[config.mk]
export PLATFORM = sky130hd
export DESIGN_NAME = wildcard_pattern_match_core
export DESIGN_NICKNAME = d
export VERILOG_FILES = /design/src/sv/wpm_pkg.sv /design/src/sv/wildcard_pattern_match_core.sv
export SDC_FILE = /design/constraint.sdc
export NUM_CORES = 1
export LEC_CHECK = 0
export BUFFER_PORTS_ARGS = -buffer_cell sky130_fd_sc_hd__buf_2
export CORE_UTILIZATION = 30
export CTS_CLUSTER_DIAMETER = 120
export CTS_CLUSTER_SIZE = 10
export DETAILED_ROUTE_END_ITERATION = 8
export GPL_ROUTABILITY_DRIVEN = 0
export PLACE_DENSITY = 0.49
export SLEW_MARGIN = 20
export SYNTH_ARGS = -nofsm -noshare
export SYNTH_HDL_FRONTEND = slang
export SYNTH_SLANG_ARGS = --single-unit
[constraint.sdc]
create_clock -name clk_i -period 7 [get_ports clk_i]
set_input_delay 0.35 -clock clk_i [delete_from_list [all_inputs] [get_ports clk_i]]
set_output_delay 0.35 -clock clk_i [all_outputs]
set_load 0.1 [all_outputs]
[src/sv/wpm_pkg.sv]
// Package with the transaction types, function codes and character helpers of the glob matcher.
package wpm_pkg;

  typedef enum logic [1:0] {
    FUNC_START  = 2'd0,
    FUNC_APPEND = 2'd1,
    FUNC_SOURCE = 2'd2,
    FUNC_FINISH = 2'd3
  } func_e;

  typedef struct packed {
    func_e      func;
    logic [7:0] symbol;
  } in_item_t;

  typedef struct packed {
    logic matched;
    logic pattern_overflow;
  } out_item_t;

  localparam logic [7:0] STAR_CHAR = 8'h2A;
  localparam logic [7:0] ANY_CHAR  = 8'h3F;
  localparam logic [7:0] UPPER_A   = 8'h41;
  localparam logic [7:0] UPPER_Z   = 8'h5A;
  localparam logic [7:0] CASE_BIT  = 8'h20;

  // ASCII lower-casing: only A to Z change.
  function automatic logic [7:0] to_lower(input logic [7:0] c);
    logic [7:0] r;
    r = c;
    if (c >= UPPER_A && c <= UPPER_Z) begin
      r = c | CASE_BIT;
    end
    return r;
  endfunction

endpackage

[src/sv/wildcard_pattern_match_core.sv]
// Streaming glob matcher with '*' and '?' wildcards, one transaction per cycle while the input is not stalled.
// Result path: an accepted finish transaction enters the input register, then the processing pass loads
//   the result register once any earlier result has left it.
// Throughput: one input transaction per cycle, set by the single processing pass that updates
//   the active-position vector for all pattern positions at once; a finish stalls only while
//   an earlier result is still waiting in the result register.
// Reset: pattern length, overflow flag and fold_case clear, only the start position is active;
//   the pattern store is not cleared, since entries at or above the length are never used.
module wildcard_pattern_match_core #(
  parameter int unsigned MAX_PATTERN = 32
) (
  input  logic                clk_i,
  input  logic                rst_ni,
  // Configuration write channel (fold_case).
  input  logic                cfg_valid_i,
  output logic                cfg_ready_o,
  input  logic                cfg_data_i,
  // Input transaction channel.
  input  logic                in_valid_i,
  output logic                in_ready_o,
  input  wpm_pkg::in_item_t   in_data_i,
  // Result transaction channel.
  output logic                out_valid_o,
  input  logic                out_ready_i,
  output wpm_pkg::out_item_t  out_data_o
);

  // LW holds a length from 0 to MAX_PATTERN, IW indexes one store entry.
  localparam int unsigned LW   = $clog2(MAX_PATTERN + 1);
  localparam int unsigned IW   = (MAX_PATTERN > 1) ? $clog2(MAX_PATTERN) : 1;
  localparam int unsigned LVLS = $clog2(MAX_PATTERN + 1);
  localparam int unsigned NP   = MAX_PATTERN + 1;

  // Configuration register. Writes must arrive only while the block is idle (not enforced); always ready.
  logic fold_q;

  assign cfg_ready_o = 1'b1;

  always_ff @(posedge clk_i or negedge rst_ni) begin
    if (!rst_ni) begin
      fold_q <= 1'b0;
    end else if (cfg_valid_i) begin
      fold_q <= cfg_data_i;
    end
  end

  // Input register. A transaction moves on whenever the processing pass can take it.
  logic              s1_valid_q;
  wpm_pkg::in_item_t s1_item_q;
  logic              s1_fire;
  logic              out_valid_q;
  wpm_pkg::out_item_t out_q;

  // Only a finish produces a result, so only a finish has to wait for the result register.
  assign s1_fire    = s1_valid_q &&
                      ((s1_item_q.func != wpm_pkg::FUNC_FINISH) || !out_valid_q || out_ready_i);
  assign in_ready_o = !s1_valid_q || s1_fire;

  always_ff @(posedge clk_i or negedge rst_ni) begin
    if (!rst_ni) begin
      s1_valid_q <= 1'b0;
    end else if (in_ready_o) begin
      s1_valid_q <= in_valid_i;
    end
  end

  always_ff @(posedge clk_i) begin
    if (in_ready_o && in_valid_i) begin
      s1_item_q <= in_data_i;
    end
  end

  // Job state. The pattern store is a plain register row because every position compares
  // its own character against the source character in the same cycle.
  logic [7:0]    store_q [MAX_PATTERN];
  logic [LW-1:0] len_q, len_d;
  logic [NP-1:0] act_q, act_d;
  logic          ovf_q, ovf_d;

  // Per-position decode of the current pattern, masked to the stored length.
  logic [MAX_PATTERN-1:0] pos_used;
  logic [MAX_PATTERN-1:0] is_star;
  logic [MAX_PATTERN-1:0] takes_char;
  logic [7:0]             sym_lower;

  always_comb begin
    sym_lower = wpm_pkg::to_lower(s1_item_q.symbol);
    for (int i = 0; i < MAX_PATTERN; i++) begin
      pos_used[i]   = len_q > LW'(i);
      is_star[i]    = pos_used[i] && (store_q[i] == wpm_pkg::STAR_CHAR);
      takes_char[i] = pos_used[i] && !is_star[i] &&
                      ((store_q[i] == wpm_pkg::ANY_CHAR) ||
                       (store_q[i] == s1_item_q.symbol) ||
                       (fold_q && (wpm_pkg::to_lower(store_q[i]) == sym_lower)));
    end
  end

  // Star closure: an active star activates the next position, and runs of stars chain.
  // This is a prefix OR-AND chain, built as a log-depth parallel prefix network.
  logic [NP-1:0] clo_g, clo_p, clo_gn, clo_pn;

  always_comb begin
    clo_g = act_q;
    clo_p = '0;
    for (int i = 1; i < NP; i++) begin
      clo_p[i] = is_star[i-1];
    end
    for (int l = 0; l < LVLS; l++) begin
      for (int i = 0; i < NP; i++) begin
        if (i >= (1 << l)) begin
          clo_gn[i] = clo_g[i] | (clo_p[i] & clo_g[i - (1 << l)]);
          clo_pn[i] = clo_p[i] & clo_p[i - (1 << l)];
        end else begin
          clo_gn[i] = clo_g[i];
          clo_pn[i] = clo_p[i];
        end
      end
      clo_g = clo_gn;
      clo_p = clo_pn;
    end
  end

  // Step of the active set for one source character: a star keeps its position active,
  // a matching character or '?' advances by one.
  logic [NP-1:0] act_step;

  always_comb begin
    act_step = '0;
    for (int i = 0; i < MAX_PATTERN; i++) begin
      act_step[i]   = act_step[i]   | (clo_g[i] & is_star[i]);
      act_step[i+1] = act_step[i+1] | (clo_g[i] & takes_char[i]);
    end
  end

  // Next-state selection by function code.
  logic store_we;

  always_comb begin
    len_d    = len_q;
    act_d    = act_q;
    ovf_d    = ovf_q;
    store_we = 1'b0;
    case (s1_item_q.func)
      wpm_pkg::FUNC_START: begin
        len_d = '0;
        act_d = NP'(1);
        ovf_d = 1'b0;
      end
      wpm_pkg::FUNC_APPEND: begin
        if (len_q < LW'(MAX_PATTERN)) begin
          store_we = 1'b1;
          len_d    = len_q + LW'(1);
        end else begin
          ovf_d = 1'b1;
        end
      end
      wpm_pkg::FUNC_SOURCE: begin
        act_d = act_step;
      end
      wpm_pkg::FUNC_FINISH: begin
        // The result reads the closed set; the stored set is closed again before any use.
      end
      default: begin
      end
    endcase
  end

  always_ff @(posedge clk_i or negedge rst_ni) begin
    if (!rst_ni) begin
      len_q <= '0;
      act_q <= NP'(1);
      ovf_q <= 1'b0;
    end else if (s1_fire) begin
      len_q <= len_d;
      act_q <= act_d;
      ovf_q <= ovf_d;
    end
  end

  always_ff @(posedge clk_i) begin
    if (s1_fire && store_we) begin
      store_q[len_q[IW-1:0]] <= s1_item_q.symbol;
    end
  end

  // Result register. The whole source matches when no overflow occurred and the end position is active after closure.
  logic result_load;

  assign result_load = s1_fire && (s1_item_q.func == wpm_pkg::FUNC_FINISH);

  always_ff @(posedge clk_i or negedge rst_ni) begin
    if (!rst_ni) begin
      out_valid_q <= 1'b0;
    end else if (result_load) begin
      out_valid_q <= 1'b1;
    end else if (out_ready_i) begin
      out_valid_q <= 1'b0;
    end
  end

  always_ff @(posedge clk_i) begin
    if (result_load) begin
      out_q.matched          <= !ovf_q && clo_g[len_q];
      out_q.pattern_overflow <= ovf_q;
    end
  end

  assign out_valid_o = out_valid_q;
  assign out_data_o  = out_q;

  // Positions above the stored length can never be active.
  logic [NP-1:0] len_mask;

  always_comb begin
    for (int i = 0; i < NP; i++) begin
      len_mask[i] = LW'(i) <= len_q;
    end
  end

  a_len_bound: assert property (@(posedge clk_i) disable iff (!rst_ni)
    len_q <= LW'(MAX_PATTERN))
    else $error("pattern length exceeds the store");

  a_ovf_full: assert property (@(posedge clk_i) disable iff (!rst_ni)
    ovf_q |-> (len_q == LW'(MAX_PATTERN)))
    else $error("overflow flagged with room left in the store");

  a_act_in_range: assert property (@(posedge clk_i) disable iff (!rst_ni)
    (act_q & ~len_mask) == '0)
    else $error("active position beyond the pattern end");

  a_ovf_no_match: assert property (@(posedge clk_i) disable iff (!rst_ni)
    out_valid_q |-> !(out_q.matched && out_q.pattern_overflow))
    else $error("match reported together with overflow");

  a_stall_cause: assert property (@(posedge clk_i) disable iff (!rst_ni)
    !in_ready_o |-> (s1_valid_q && (s1_item_q.func == wpm_pkg::FUNC_FINISH) && out_valid_q))
    else $error("input stalled without a blocked finish");

  a_finish_result: assert property (@(posedge clk_i) disable iff (!rst_ni)
    result_load |=> out_valid_o)
    else $error("finish transaction produced no result");

endmodule
== Word level (Yosys, flattened, before mapping) ==
Memory sizes are Yosys's and may differ from the RTL's.
Index checks and enable logic that the tools add are counted.
Storage, ports and cells
  bits in registers: 55
  logic and storage cells: 1034
  output and inout port bits: 5
  memory bits (writable): 256
  memories kept: 1
Memories
  store_q: words 32, bits a word 8, read ports 32, clocked after memory_dff 0, wr ports 1, RTL line wildcard_pattern_match_core.sv:75  | logic [7:0] store_q [MAX_PATTERN];
Cells by class
  equal/unequal tests: 134
  bitwise logic cells: 467
  reduce and logical (&&, ||, !) cells: 275
  multiplexer cells: 46
  add/sub/neg operators: 1
  $lt $le $gt $ge: 100
Operator list (count)
  8-bit by 6-bit == test with 1-bit output, second input constant: 64
  8-bit == test: 64
  1-bit bitwise AND: 301
  8-bit by 7-bit greater-or-equal comparator with 1-bit output, second input constant: 33
  8-bit by 7-bit less-or-equal comparator with 1-bit output, second input constant: 33
  6-bit 2-to-1 mux: 34
  1-bit logical AND: 166
  1-bit bitwise OR: 166
  6-bit by 5-bit greater-than comparator with 1-bit output, second input constant: 16
  1-bit logical OR: 67
  33-bit case mux with 2 select lines: 1
  6-bit by 4-bit greater-than comparator with 1-bit output, second input constant: 8
  1-bit zero test: 35
  6-bit by 3-bit greater-than comparator with 1-bit output, second input constant: 4
  6-bit by 1-bit greater-than comparator with 1-bit output, second input constant: 2
  6-bit by 2-bit greater-than comparator with 1-bit output, second input constant: 2
  6-bit case mux with 2 select lines: 1
  1-bit 2-to-1 mux: 8
  6-bit by 7-bit < comparator with 1-bit output, second input constant: 1
  6-bit by 1-bit adder with 6-bit output, second input constant: 1
  1-bit binary-select mux with 6-bit select: 1
  6-bit < comparator, second input constant: 1
  2-bit != test, second input constant: 3
  3-bit AND reduction: 2
  other kinds (6): 9

== Logic depth before layout (Yosys ltp) ==
An unclocked memory read counts as a cell.
  word-level depth: 17
  mapped depth: 17
  depth with buffers taken out: 14

== Worst setup path after synthesis ==
No wires, ideal clock.
  path kind: register to register
  start point: register len_q[1]
  end point: register out_q (netlist bit out_data_o[1]), data pin
  path slack: 2.993 ns
  setup time: 0.253 ns
  stages on the path, launching flop included: 18
  data arrival time: 3.753 ns
  period minus slack after synthesis: 4.007 ns
  buffers on the path: 3
  cells stage by stage: dfrtp_1 > clkbuf_1 > clkbuf_1 > inv_1 > clkbuf_1 > ha_1 > and3b_1 > o2111ai_2 > nor2_1 > a221o_1 > nor4b_1 > a311oi_2 > nand2_4 > a31o_2 > a2111oi_2 > nor4b_2 > nand2_1 > o21ai_2
On the way
  cells in the longest elaborated chain, start to end: 16
Ends and longest elaborated chain
  from (decl): RTL line wildcard_pattern_match_core.sv:76  | logic [LW-1:0] len_q, len_d;
  from (signal assigned): RTL line wildcard_pattern_match_core.sv:174  | len_q <= len_d;
  6-bit by 1-bit greater-than comparator with 1-bit output: RTL line wildcard_pattern_match_core.sv:89  | pos_used[i] = len_q > LW'(i);
  1-bit logical AND: RTL line wildcard_pattern_match_core.sv:90  | is_star[i] = pos_used[i] && (store_q[i] == wpm_pkg::STAR_CHAR);
  1-bit bitwise AND: RTL line wildcard_pattern_match_core.sv:111  | clo_gn[i] = clo_g[i] | (clo_p[i] & clo_g[i - (1 << l)]);
  1-bit bitwise OR: RTL line wildcard_pattern_match_core.sv:111
  1-bit bitwise AND: RTL line wildcard_pattern_match_core.sv:111
  1-bit bitwise OR: RTL line wildcard_pattern_match_core.sv:111
  1-bit bitwise AND: RTL line wildcard_pattern_match_core.sv:111
  1-bit bitwise OR: RTL line wildcard_pattern_match_core.sv:111
  1-bit bitwise AND: RTL line wildcard_pattern_match_core.sv:111
  1-bit bitwise OR: RTL line wildcard_pattern_match_core.sv:111
  1-bit bitwise AND: RTL line wildcard_pattern_match_core.sv:111
  1-bit bitwise OR (2 in a row): RTL line wildcard_pattern_match_core.sv:111
  1-bit binary-select mux with 6-bit select *: RTL line wildcard_pattern_match_core.sv:203  | out_q.matched <= !ovf_q && clo_g[len_q];
  1-bit 2-to-1 mux (implied by the code) *: RTL line wildcard_pattern_match_core.sv:203
  1-bit logical AND *: RTL line wildcard_pattern_match_core.sv:203
  to (decl): RTL line wildcard_pattern_match_core.sv:52  | wpm_pkg::out_item_t out_q;
Mark *: on every way between the ends. The rest lies on a longest branch, timed or not. The select of a mux whose other input is x is not followed.
A chain may end at the register's enable or synchronous reset.

== Final worst setup path ==
Ends and elaborated chain as after synthesis.

==> results.json <==
{
  "dieArea_sq_um": 61090,
  "cts_htree_levels": 2,
  "p_leak_nw": 6.390,
  "path_max_fanout": 20,
  "synth_async_sr_flop_share_pct": 13.83,
  "grtUsageTotal_pct": 18.30,
  "synth_top_area_share_pct": 44.63,
  "root_buffer": "clkbuf_16",
  "coreArea_sq_um": 59240,
  "cts_num_sinks": 311,
  "status": "finished with violations",
  "synth_edf_count": 268,
  "worstMarginPinSlew_ns": 1.161,
  "grt_pass1_vias": 14060,
  "gr-total-overflow": 0,
  "yosysWarnings": 0,
  "grt_max_degree": 52,
  "drive_above_1_share_pct": 7.256,
  "hold_viol_final": 0,
  "crit_chain": "inv_1 -> ha_1 -> nor2_1 -> o21ai_0 -> a211oi_1 -> a311oi_1 -> a311oi_1 -> o31ai_1 -> nand2b_1 -> o31ai_1 -> a32o_1 -> nor4b_2 -> nand2_1 -> o21ai_2",
  "max_cap_violations": 0,
  "cts_buffers": 37,
  "clk_latency_ns": 0.56,
  "first_iter_violations": 1278,
  "drc": 8,
  "drtAntennaViolNets": 0,
  "yosysSeqAreaShare_pct": 50.61,
  "synth_ff_type": "edfxtp_1",
  "synth_nets": 1803,
  "start_util_pct": 30.44,
  "vdd_drop_max_mv": 0.1343,
  "hold_path_class": "in -> reg",
  "worst-endpoint-required_ns": 7.42,
  "fin_area_sq_um": 20230,
  "critPathMaxStageDelay_ns": 0.79,
  "area_growth_pct": 12.18,
  "wire_per_inst_um": 21.58,
  "placed_cell_area_sq_um": 19010,
  "antenna_found_initial": 1,
  "grt_pass1_wl_mm": 85.47,
  "slew_headroom_pct": 22.29,
  "ctsResizeCount": 0,
  "drt-vias-per-instance": 5.646,
  "min_period_ns": 4.829,
  "yosys.cell_types.count": 92,
  "setup_viol": 0,
  "syn_inst": 1782,
  "finalClockSkew_ns": 0.03217,
  "finalSetupTns_ns": 0,
  "crit_buf_inv": 1,
  "post-route-period-util_pct": 68.99,
  "slew_violations": 0,
  "cp.arrival_ns": 5.25,
  "hpwl_mm": 37.81,
  "synth_area_sq_um": 18030,
  "die_y_um": 247.2,
  "io_pins": 21,
  "critical_path.endpoint_type": "flop",
  "nets": 1826,
  "yosys-top-cells-area": "edfxtp_1 45%, dfrtp_1 5.8%, xnor2_1 5.6%",
  "utilization_pct": 34.14,
  "rsz0062_at_grt": "no",
  "synth_top_area_cell": "edfxtp_1",
  "power_density_nw_per_um2": 223.5,
  "mostFrequentLayoutCells": "268 x edfxtp_1, 185 x nor2_1, 170 x nand2_1",
  "worstSetupStartpointType": "flop",
  "fmax_ghz": 0.2071,
  "first_pass_iters": 8,
  "path_class": "reg -> reg",
  "synth_seq_cells": 311,
  "fillers": 5862,
  "syn_avg_cell_area_sq_um": 10.12,
  "routed_wl_mm": 56.25,
  "clockBufferDepth": 3,
  "crit_family": "compound AO/OA/AOI/OAI gates",
  "vias": 14720,
  "num_rows": 89,
  "final_common_cell": "edfxtp_1",
  "die-width_um": 247.2,
  "cts_tree": "yes",
  "clkTransAtPathRegs_ns": 0.06,
  "failed_checks": "DRC",
  "portBuffers": 19,
  "crit_path_top_delay_cell": "a211oi_1"
}
-- area by class of cell --
type / count / area (sq um) / area share, %
flip-flops and latches: 311 / 9126 / 45.12
multi-input cells: 1368 / 8524 / 42.14
clock buffers: 65 / 1074 / 5.307
well taps: 773 / 967.2 / 4.782
repair buffers: 55 / 395.4 / 1.955
inverters: 32 / 120.1 / 0.5938
clock inverters: 2 / 17.52 / 0.08660
diodes: 1 / 2.502 / 0.01237
-- state kept, by name (all words and copies together) (netlist names) --
register / count
store_q: 256
fold_q: 1
act_q: 33
s1_valid_q: 1
out_data_o: 2
out_valid_o: 1
len_q: 6
s1_item_q: 10
ovf_q: 1
-- layer usage --
layer | up-vias | routed length (um) | global-route usage [%]
li1 | 6779 | - | -
met1 | 7324 | 26030 | 25.17
met2 | 504 | 25190 | 28.67
met3 | 112 | 3536 | 3.549
met4 | 0 | 1497 | 5.955
met5 | - | 0 | 0
-- where the power goes --
group	total, W	switching, W	internal, W
clock	0.00180	0.000761	0.00104
combinational	0.000622	0.000445	0.000177
sequential	0.00210	0.0000527	0.00205
-- path summary, 6_finish.rpt --
path                            start             to  slack [ns]  cells past startpoint
max reg2reg                  len_q[1]  out_data_o[1]        2.17                     14
min in group asynchronous      rst_ni       act_q[7]        0.45                      3
max in group asynchronous      rst_ni         fold_q        6.02                      3
max                          len_q[1]  out_data_o[1]        2.17                     14
min reg2reg                 act_q[30]      act_q[30]        0.50                      2
min                        cfg_data_i         fold_q        0.04                      2
-- cells by family (layout without fill, tap and decap cells) --
family / count (synthesis) / after routing / synth area share, %
flops: 311 / 311 / 50.61
xor+xnor: 224 / 224 / 10.88
other cells: 1 / 2 / 0.02080
buf+inv: 103 / 154 / 2.207
compound gates: 418 / 418 / 15.34
mux: 5 / 5 / 0.2914
fa+ha+maj: 5 / 5 / 0.3470
simple gates: 715 / 715 / 20.30
-- stage by stage --
stage	total power (W)	setup WS, ns	hold WS, ns	std cells
after floorplan	0.002524	2.993	0.05441	1782
after global placement	0.002748	2.520	0.4841	2527
after detailed placement	0.002745	2.336	0.4760	2527
after CTS	0.004561	2.279	0.01573	2606
after global routing	0.004687	1.763	0.03470	2606
final	0.004520	2.171	0.04486	2607
-- what timing repair did --
action,4_1_cts,5_1_grt
endpoints found under the hold margin,53,0
setup buffers,0,0
hold buffers,12,0
-- synthesized netlist by cell type, drive strengths merged (10+ instances only) --
| library cell | n |
|---|---|
| clkbuf | 44 |
| edfxtp | 268 |
| nor4b | 13 |
| o32ai | 14 |
| inv | 30 |
| dfrtp | 42 |
| nor3 | 75 |
| o22ai | 16 |
| nor2 | 186 |
| nand2b | 12 |
| nand4 | 60 |
| xor2 | 109 |
| nor4bb | 16 |
| buf | 27 |
| nor3b | 12 |
| o31ai | 23 |
| or2 | 14 |
| or3 | 26 |
| o2111ai | 11 |
| a21o | 12 |
| a31oi | 16 |
| a21oi | 116 |
| xnor2 | 115 |
| nand3 | 43 |
| o21ai | 99 |
| nor4 | 35 |
| a211oi | 18 |
| o211ai | 15 |
| nand2 | 172 |
| nor2b | 10 |
(Power assumes the default switching activity.)
